### config.mk
export PLATFORM = sky130hd
export DESIGN_NAME = biou_area
export DESIGN_NICKNAME = d
export VERILOG_FILES = /design/src/rtl/biou_pkg.sv /design/src/rtl/biou_area.sv
export SDC_FILE = /design/constraint.sdc
export NUM_CORES = 2
export LEC_CHECK = 0
export ABC_AREA = 0
export BUFFER_PORTS_ARGS = -buffer_cell sky130_fd_sc_hd__buf_4
export CAP_MARGIN = 20
export CORE_MARGIN = 5
export CORE_UTILIZATION = 30
export CTS_CLUSTER_DIAMETER = 100
export CTS_CLUSTER_SIZE = 25
export DETAILED_ROUTE_END_ITERATION = 16
export SYNTH_ARGS = -nofsm -noshare
export SYNTH_HDL_FRONTEND = slang
export SYNTH_SLANG_ARGS = --single-unit
### constraint.sdc
create_clock -name clk_i -period 11.2 [get_ports clk_i]
set_input_delay 2.24 -clock clk_i [delete_from_list [all_inputs] [get_ports clk_i]]
set_output_delay 2.24 -clock clk_i [all_outputs]
set_load 0.03 [all_outputs]
### src/rtl/biou_pkg.sv
package biou_pkg;

  localparam int unsigned CoordBitsDefault = 16;
  localparam int unsigned DistFracBitsDefault = 16;

endpackage

### src/rtl/biou_area.sv
module biou_area import biou_pkg::*; #(
  parameter int unsigned COORD_BITS = CoordBitsDefault
) (
  input  logic                         clk_i,
  input  logic                         rst_ni,
  input  logic                         en_i,
  input  logic                         valid_i,
  input  logic signed [COORD_BITS-1:0] track_x_i,
  input  logic signed [COORD_BITS-1:0] track_y_i,
  input  logic        [COORD_BITS-1:0] track_w_i,
  input  logic        [COORD_BITS-1:0] track_h_i,
  input  logic signed [COORD_BITS-1:0] det_x_i,
  input  logic signed [COORD_BITS-1:0] det_y_i,
  input  logic        [COORD_BITS-1:0] det_w_i,
  input  logic        [COORD_BITS-1:0] det_h_i,
  output logic                         valid_o,
  output logic [2*COORD_BITS-1:0]      inter_o,
  output logic [2*COORD_BITS+1:0]      union_o
);

  localparam int unsigned EW = COORD_BITS + 2;
  localparam int unsigned AW = 2 * COORD_BITS;

  // stage 1: right/bottom edges and overlap extents
  logic signed [EW-1:0] tx0, ty0, dx0, dy0, tx1, ty1, dx1, dy1;
  logic signed [EW-1:0] lox, hix, loy, hiy, ovx, ovy;
  logic [COORD_BITS-1:0] iw_d, ih_d, iw_q, ih_q;
  logic [COORD_BITS-1:0] tw_q, th_q, dw_q, dh_q;
  logic v1_q;

  always_comb begin
    tx0 = EW'(track_x_i);
    ty0 = EW'(track_y_i);
    dx0 = EW'(det_x_i);
    dy0 = EW'(det_y_i);
    tx1 = tx0 + $signed({2'b00, track_w_i});
    ty1 = ty0 + $signed({2'b00, track_h_i});
    dx1 = dx0 + $signed({2'b00, det_w_i});
    dy1 = dy0 + $signed({2'b00, det_h_i});
    lox = (tx0 > dx0) ? tx0 : dx0;
    hix = (tx1 < dx1) ? tx1 : dx1;
    loy = (ty0 > dy0) ? ty0 : dy0;
    hiy = (ty1 < dy1) ? ty1 : dy1;
    ovx = hix - lox;
    ovy = hiy - loy;
    iw_d = (hix > lox) ? ovx[COORD_BITS-1:0] : '0;
    ih_d = (hiy > loy) ? ovy[COORD_BITS-1:0] : '0;
  end

  always_ff @(posedge clk_i or negedge rst_ni) begin
    if (!rst_ni) v1_q <= 1'b0;
    else if (en_i) v1_q <= valid_i;
  end

  always_ff @(posedge clk_i) begin
    if (en_i) begin
      iw_q <= iw_d; ih_q <= ih_d;
      tw_q <= track_w_i; th_q <= track_h_i;
      dw_q <= det_w_i; dh_q <= det_h_i;
    end
  end

  // stage 2: three area products
  logic [AW-1:0] ai_q, at_q, ad_q;
  logic v2_q;

  always_ff @(posedge clk_i or negedge rst_ni) begin
    if (!rst_ni) v2_q <= 1'b0;
    else if (en_i) v2_q <= v1_q;
  end

  always_ff @(posedge clk_i) begin
    if (en_i) begin
      ai_q <= AW'(iw_q) * AW'(ih_q);
      at_q <= AW'(tw_q) * AW'(th_q);
      ad_q <= AW'(dw_q) * AW'(dh_q);
    end
  end

  // stage 3: union area
  always_ff @(posedge clk_i or negedge rst_ni) begin
    if (!rst_ni) valid_o <= 1'b0;
    else if (en_i) valid_o <= v2_q;
  end

  always_ff @(posedge clk_i) begin
    if (en_i) begin
      inter_o <= ai_q;
      union_o <= {2'b00, at_q} + {2'b00, ad_q} - {2'b00, ai_q};
    end
  end

endmodule

==> flow_metrics.tcl <==
set metrics [dict create \
    die_y_um 386 \
    cts_tree "yes" \
    via_count 30700 \
    placed_cells 6433 \
    ys.flop_type "edfxtp_1" \
    timing.critical_path.required_ns 11.56 \
    post-route-period-util_pct 88.3 \
    antenna_found_initial 11 \
    initial_core_util_pct 30.3 \
    fp.dieW_um 386 \
    synth_edf_count 258 \
    cts_buffer_depth 3 \
    num_io_pins 199 \
    root_buffer "clkbuf_16" \
    grt_pass1_vias 32900 \
    dieArea_um2 149000 \
    hold_viol_final 0 \
    worstSkewPairLatency_ns 0.63 \
    synth.most_common_cell "inv_1" \
    synthesis.instances 4443 \
    grt_util_all_layers_pct 16.6 \
    cp_slowest_cell "or4_1" \
    layout-drive-gt1-share_pct 6.94 \
    post_drt_wl_per_cell_um 18.8 \
    path_class "primary input to flop" \
    ys_ff_latch 261 \
    clock-sinks 261 \
    max_slew_margin_pct 29.8 \
    status "finished, final reports clean" \
    worstPathMaxFanout 16 \
    slowest_delay_ns 0.49 \
    fin_skew_ns 0.0482 \
    critPathCaptureType "flop" \
    cts.repair.resized 0 \
    grt_pass1_wl_um 191000 \
    htreeDepth 1 \
    arrival_ns 10.25 \
    hp-class "flop to flop" \
    syn_to_final_growth_pct 10.5 \
    period_needed_ns 9.89 \
    routed_via_density 4.73 \
    drt_iter0_drc 1801 \
    fin_tns_setup_ns 0 \
    yosys.area.top_type "fa_1" \
    yosys-top-cells-area "fa_1 (29%), edfxtp_1 (18%), ha_1 (15%)" \
    ys_async_sr_fraction_pct 1.15 \
    wirelength_um 122000 \
    fin_cells 6480 \
    yosysTopAreaCellShare_pct 29.3 \
    dp_hpwl_um 102000 \
    rsz0062_at_grt "no" \
    cts_setup_buffers 0 \
    seq_area_frac_synth_pct 18.5 \
    synth_cell_type_count 83 \
    path_clk_slew_ns 0.09 \
    maxCapViolations 0 \
    syn-cell-area_um2 42300 \
    synth_warnings 0 \
    met2_usage_pct 26.3 \
    overflow 0 \
    place_congestion 0.910 \
    rows 137 \
    drt_pass1_iterations 5 \
    portBuffers 198 \
    core-area_um2 140000 \
    use_met1_pct 22.5 \
    grtUsageMet3_pct 3.27 \
    grt_start_max_net_pins 88 \
    drtAntennaViolNets 0 \
    top_usage_layer "met2" \
    synth.avg_cell_area_um2 9.53 \
    cts_hold_buf 0 \
    slew_violations 0 \
    startpoint_type "primary input" \
    max_clock_freq_mhz 101 \
    final_nets 5845 \
    numCtsBuffers 23 \
    setup_viol 0 \
    tightestPinTransition_ns 1.05 \
    drc_errors 0 \
    synth_fp_nets 5706 \
    synth_commonest_cells "inv_1 (967), fa_1 (620), nand2_1 (561)" \
]
==> critical path, delay by kind of cell <==
kind | cells | cell delay (ns)
compound gates | 15 | 3.56
xor+xnor | 1 | 0.21
fa+ha+maj | 5 | 1.69
buf+inv | 4 | 0.33
mux | 1 | 0.22
simple gates | 7 | 1.97
==> cells by family after synthesis <==
| group | share of synthesized area (%) |
|---|---|
| muxes | 1.76 |
| adders and majority gates | 44.4 |
| AOI/OAI and AO/OA | 8.40 |
| and+or+nand+nor | 13.5 |
| xor gates and xnor gates | 3.91 |
| buffers and inverters | 9.56 |
| DFF | 18.5 |
==> cells in the final DEF, fill, tap and decap left out, types with 7 or more instances in the layout <==
master     instances
ha_1             511
o21a_1            30
o21bai_1          39
xor2_1            53
xnor2_1          136
and4_1             7
and2_1           282
buf_4            219
a211oi_1          10
nand2_1          561
nor2_1           129
a2111oi_0          9
o21ai_1            7
a31o_2             9
a31oi_1           19
nor2b_1           28
clkbuf_16         23
nand4_1           23
o211ai_1           9
a311oi_1           7
a21oi_1          144
edfxtp_1         258
inv_1            967
nor3_1            35
o21ai_0           82
nand3_1           43
mux2_2            19
a21o_1            84
or2_2              7
mux2i_1           50
nand2b_1          19
fa_1             620
a21boi_0           7
o31a_1             9
or3_1             11
nor3b_1            8
and3_1            19
==> flip-flops by register name, summed over array words and instances, names as in the netlist <==
| register | flops |
|---|---|
| v1_q | 1 |
| iw_q | 16 |
| ih_q | 16 |
| th_q | 16 |
| dw_q | 16 |
| ad_q | 32 |
| inter_o | 32 |
| dh_q | 16 |
| union_o | 34 |
| v2_q | 1 |
| at_q | 32 |
| valid_o | 1 |
| ai_q | 32 |
| tw_q | 16 |
==> path summary, 6_finish.rpt <==
path                            slack, ns           to       start  depth (start not counted)
worst max-delay path                 1.31     ih_q[14]  det_y_i[0]                         33
worst min-delay path                 0.50  inter_o[27]    ai_q[27]                          0
worst max register to register       3.47     ai_q[31]     ih_q[5]                         23
worst min register to register       0.50  inter_o[27]    ai_q[27]                          0
max in group asynchronous            9.73      valid_o      rst_ni                          1
min in group asynchronous            1.38         v1_q      rst_ni                          1
==> stage by stage <==
stage	hold WS, ns	setup slack (ns)	utilization (%)	instance area (um2)
3_3_place_gp	0.464	0.881	32.8	45900
6_report	0.496	1.31	33.4	46800
5_1_grt	0.523	0.593	33.4	46800
3_5_place_dp	0.482	0.711	32.8	45900
2_1_floorplan	0.433	2.07	-	42300
4_1_cts	0.502	1.36	33.4	46800
==> routing by layer <==
layer	part of all wire, %	vias to the layer above
met5	0.0090	-
met3	7.2	153
met4	4.2	2
met1	45	15200
li1	-	14400
met2	44	876
==> layout make-up <==
class / instances / area, um2
well taps: 1876 / 2350
repair buffers: 220 / 1660
fillers: 14400 / 93100
flip-flops and latches: 261 / 7820
multi-input cells: 3109 / 30500
clock inverters: 16 / 253
diodes: 5 / 12.5
inverters: 967 / 3630
clock buffers: 26 / 587
Power is left out: the tool's default activity adds up to more than one toggle a clock period on the data nets, which glitch-free logic cannot reach.
