### src/rtl/biou_pkg.sv
package biou_pkg;

  localparam int unsigned CoordBitsDefault = 16;
  localparam int unsigned DistFracBitsDefault = 16;

endpackage

### src/rtl/biou_div.sv
module biou_div import biou_pkg::*; #(
  parameter int unsigned COORD_BITS = CoordBitsDefault,
  parameter int unsigned DIST_FRAC_BITS = DistFracBitsDefault
) (
  input  logic                      clk_i,
  input  logic                      rst_ni,
  input  logic                      en_i,
  input  logic                      valid_i,
  input  logic [2*COORD_BITS-1:0]   inter_i,
  input  logic [2*COORD_BITS+1:0]   union_i,
  output logic                      valid_o,
  output logic [DIST_FRAC_BITS:0]   distance_o,
  output logic                      empty_union_o
);

  localparam int unsigned UW = 2 * COORD_BITS + 2;
  localparam int unsigned RW = UW + 1;
  localparam int unsigned NS = DIST_FRAC_BITS + 2;
  localparam int unsigned QW = DIST_FRAC_BITS + 2;

  // one restoring step per stage; stage 0 is the integer bit
  logic [RW-1:0] r_q [NS];
  logic [UW-1:0] u_q [NS];
  logic [QW-1:0] q_q [NS];
  logic          z_q [NS];
  logic          v_q [NS];

  for (genvar s = 0; s < NS; s++) begin : g_step
    logic [RW-1:0] r_in, r_sub;
    logic [UW-1:0] u_in;
    logic [QW-1:0] q_in;
    logic          z_in, v_in, ge;

    if (s == 0) begin : g_first
      assign r_in = RW'(inter_i);
      assign u_in = union_i;
      assign q_in = '0;
      assign z_in = (union_i == '0);
      assign v_in = valid_i;
    end else begin : g_next
      assign r_in = {r_q[s-1][RW-2:0], 1'b0};
      assign u_in = u_q[s-1];
      assign q_in = {q_q[s-1][QW-2:0], 1'b0};
      assign z_in = z_q[s-1];
      assign v_in = v_q[s-1];
    end

    assign ge    = (r_in >= {1'b0, u_in});
    assign r_sub = r_in - {1'b0, u_in};

    always_ff @(posedge clk_i or negedge rst_ni) begin
      if (!rst_ni) v_q[s] <= 1'b0;
      else if (en_i) v_q[s] <= v_in;
    end

    always_ff @(posedge clk_i) begin
      if (en_i) begin
        r_q[s] <= ge ? r_sub : r_in;
        u_q[s] <= u_in;
        q_q[s] <= {q_in[QW-1:1], ge};
        z_q[s] <= z_in;
      end
    end
  end

  // round half up, clamp, subtract from one; an empty union gives one
  localparam logic [QW-1:0] One = QW'(1) << DIST_FRAC_BITS;
  logic [QW-1:0] iou_r, iou_c;
  logic [QW-1:0] dist_full;

  always_comb begin
    iou_r = (q_q[NS-1] + QW'(1)) >> 1;
    iou_c = (iou_r > One) ? One : iou_r;
    dist_full = z_q[NS-1] ? One : (One - iou_c);
  end

  always_ff @(posedge clk_i or negedge rst_ni) begin
    if (!rst_ni) valid_o <= 1'b0;
    else if (en_i) valid_o <= v_q[NS-1];
  end

  always_ff @(posedge clk_i) begin
    if (en_i) begin
      distance_o    <= dist_full[DIST_FRAC_BITS:0];
      empty_union_o <= z_q[NS-1];
    end
  end

endmodule

### config.mk
export PLATFORM = sky130hd
export DESIGN_NAME = biou_div
export DESIGN_NICKNAME = d
export VERILOG_FILES = /design/src/rtl/biou_pkg.sv /design/src/rtl/biou_div.sv
export SDC_FILE = /design/constraint.sdc
export NUM_CORES = 2
export LEC_CHECK = 0
export ABC_CLOCK_PERIOD_IN_PS = 4920
export BUFFER_PORTS_ARGS = -buffer_cell sky130_fd_sc_hd__buf_2
export CAP_MARGIN = 5
export CORE_MARGIN = 2
export CORE_UTILIZATION = 55
export DETAILED_ROUTE_END_ITERATION = 10
export PLACE_DENSITY = 0.71
export REMOVE_ABC_BUFFERS = 1
export SLEW_MARGIN = 20
export SYNTH_ARGS = -nofsm -noshare
export SYNTH_HDL_FRONTEND = slang
export SYNTH_SLANG_ARGS = --single-unit
### constraint.sdc
create_clock -name clk_i -period 4.92 [get_ports clk_i]
set_input_delay 0.246 -clock clk_i [delete_from_list [all_inputs] [get_ports clk_i]]
set_output_delay 0.246 -clock clk_i [all_outputs]
set_load 0.02 [all_outputs]
==> results.txt <==
status -> complete, no violations
Worst Setup Path Type -> reg -> reg
share of layout cells above drive strength 1 -> 9.828%
cell breakdown of the critical path -> inv_1 > ha_1 > nor2b_1 > o21ai_0 > a21boi_0 > o221ai_1 > and4_1 > o21bai_1 > buf_4 > a211oi_2 > a211oi_1 > or2_1 > a31oi_4 > buf_4 > mux2_1
cell count after synthesis -> 7296
Skew-Pair Late Insertion Delay -> 820 ps
Critical Path Source Type -> register
Synth Cell Area -> 0.08141 sq mm
Area Growth Syn to Fin -> 10.47%
Reg-to-Reg Start -> u_q[5][1]$_DFFE_PP_
Hold Vio Cnt, Final -> 0
crit path to -> r_q[6][7]$_DFFE_PP_
Seq pwr share -> 34.2%
Post-DP Area -> 0.08424 sq mm
complex-gate fraction of the synthesized area -> 15.11%
CP peak stage delay -> 570 ps
register area share after synthesis -> 50.86%
fraction of registers with async set/reset -> 1.375%
minimum clock period -> 4542 ps
CTS resizes -> 0
Min Hold Slack -> 196.6 ps
row count -> 141
flops & latches, synth -> 1382
fin area -> 0.08994 sq mm
pwr/cell area -> 644.9 mW/mm^2
CTS H-tree lvls -> 4
vias after detailed routing -> 56013
final std cells w/o fill -> 9552
cell mode on critical path -> buf_4
Final Power -> 58.00 mW
clk_skew -> 43.12 ps
Num CTS Buffers -> 152
die height -> 388.7 um
Register-to-Register Path Depth -> 15
post-route setup slack -> 378.1 ps
drt total wl -> 197500 um
hpwl dp -> 151600 um
crit end category -> register
# Max-Cap Violations -> 0
Comb power frac -> 46.1%
GR Util met1 -> 30.78%
Internal -> 36.20 mW
area of the die -> 0.1511 sq mm
Sink Count -> 1382
Core Util, Final -> 61.05%
met2 Usage GRT -> 46.62%
clock-pin slew on the worst setup and hold paths -> 60 ps
flop2flop setup slack -> 380 ps
Setup violations, final -> 0
WP data required -> 5470 ps
Synth Area in Adders -> 9.808%
count of flip-flops with a built-in enable after synthesis -> 1363
post-synthesis mux area share -> 4.920%
global-route wire length before repair -> 306600 um
synth unique cells -> 101
worst-case clock buffer depth -> 3
post-route setup TNS -> 0 ps
synthesized area per cell -> 11.16 sq um
IO buf count -> 88
Synth Area in Simple Gates -> 9.406%
CTS Root Buffer Type -> clkbuf_16
commonest non-fill, non-tap cell in the layout -> edfxtp_1
vias per inst -> 5.864
crit path max fanout -> 21
cell total after placement -> 9204
total iterations of the first detailed-routing run -> 6
main flop type after synthesis -> edfxtp_1
Starting Density -> 55.27%
most frequent cells in the layout -> edfxtp_1, inv_1, ha_1
initial antenna violation count -> 3
die width -> 388.7 um
antenna-violating nets left -> 0
Hold Path Depth -> 2
Slew Viols, Final -> 0
fin crit share -> 92.31%
GRT Residual Overflow -> 0
crit path launch -> u_q[5][1]$_DFFE_PP_
worst hold path type -> in -> reg
Residual DRC -> 0
DR iter-0 viols -> 4049
# IOs -> 89
largest net degree at the start of global routing -> 164
Fmax -> 220.2 MHz
pre-CTS WS -> 463.1 ps
WL per Instance -> 20.68 um
GPL Wtd Cong -> 0.9639
CTS tree -> yes
Net count, final -> 8196
GR peak layer -> met2
core area -> 0.1473 sq mm
post-synthesis xor/xnor area fraction -> 5.228%
met3 usage -> 3.343%
switching share of total power -> 37.58%
main combinational cell family by area after synthesis -> compound AO/OA/AOI/OAI gates
GR Util All Layers -> 25.93%
crit path DAT -> 5090 ps
vias in the first global route -> 55611
reg-to-reg endpoint -> r_q[6][7]$_DFFE_PP_
RSZ-0062 raised after global routing -> false
Net Sw Power -> 21.79 mW
P_leak -> 37.59 nW
Ys Warns -> 0
Worst IR Drop VDD -> 0.4250 mV
clock power share -> 19.6%
Slew Limit Headroom -> 23.86%
Worst Tran Pin Value -> 1132 ps
Crit-path slowest cell -> a31oi_4
[cell type report]
class	count	area (sq um)
Antenna cell	1	2.502
Clock buffer	177	3908
Clock inverter	100	1082
Fill cell	11695	57370
Inverter	801	3007
Multi-Input combinational cell	4941	36270
Sequential cell	1382	41400
Tap cell	1930	2415
Timing Repair Buffer	220	1847
[critical path: cells and delay by family, from the launching register on]
kind	cells	cell delay, ps
compound gates	7	1860
simple gates	3	700
buf+inv	3	670
flops	1	410
mux	1	360
fa+ha+maj	1	240
[cells by family after synthesis]
kind of cell / Yosys count
AO/OA/AOI/OAI: 1912
XOR/XNOR: 486
adder cells (fa/ha/maj): 628
buffers and inverters: 973
flip-flops: 1382
multiplexers: 350
AND/OR/NAND/NOR: 1565
[synthesized netlist by cell type (79+ instances only)]
master | count | area [sq um]
clkbuf_1 | 126 | 473.0
o21ai_0 | 393 | 1967
nor2b_1 | 79 | 494.2
inv_1 | 800 | 3003
nand3_1 | 116 | 580.6
nand4_1 | 104 | 650.6
xor2_1 | 176 | 1541
xnor2_1 | 310 | 2715
a21o_1 | 369 | 2770
nand2_1 | 389 | 1460
ha_1 | 611 | 7645
a21oi_1 | 555 | 2778
nand2b_1 | 88 | 550.5
nor2_1 | 434 | 1629
edfxtp_1 | 1363 | 40930
nor3_1 | 90 | 450.4
mux2_2 | 279 | 3142
[power by group through the flow]
stage	Sequential [mW]	Clock [mW]	Combinational [mW]
3_5_place_dp	20.1	0	26.3
4_1_cts	19.9	11.6	26.6
5_1_grt	20.1	12.1	29.6
3_3_place_gp	20.1	0	25.8
2_1_floorplan	18.6	0	20.4
6_report	19.9	11.4	26.8
[sequential cells by signal, summed over array words and instances, names as in the netlist]
name,cells
q_q,171
valid_o,1
empty_union_o,1
g_step.v_in,17
u_q,578
v_q,1
z_q,18
r_q,578
distance_o,17
[how the worst min path moves through the flow]
stage                      startpoint                     endpoint  slack, ps
after global routing       union_i[6]          u_q[0][6]$_DFFE_PP_        170
final                     union_i[12]         u_q[0][12]$_DFFE_PP_        200
after CTS                 union_i[10]         u_q[0][10]$_DFFE_PP_        130
after floorplan                rst_ni  g_step[10].v_in$_DFFE_PN0P_        -50
after detailed placement       rst_ni   g_step[1].v_in$_DFFE_PN0P_        210
after global placement         rst_ni   g_step[1].v_in$_DFFE_PN0P_        200
[what timing repair did]
| action | 4_1_cts | 5_1_grt |
|---|---|---|
| hold buffers | 70 | 0 |
| endpoints found under the hold margin | 96 | 0 |
| buffers inserted | 0 | 0 |
[routing by layer]
layer  wire length (um)  share of wire [%]
met2             100200                 51
met4               9586                4.9
met3               7600                3.8
met1              80150                 41
met5                 26              0.013
(Power assumes the default switching activity.)
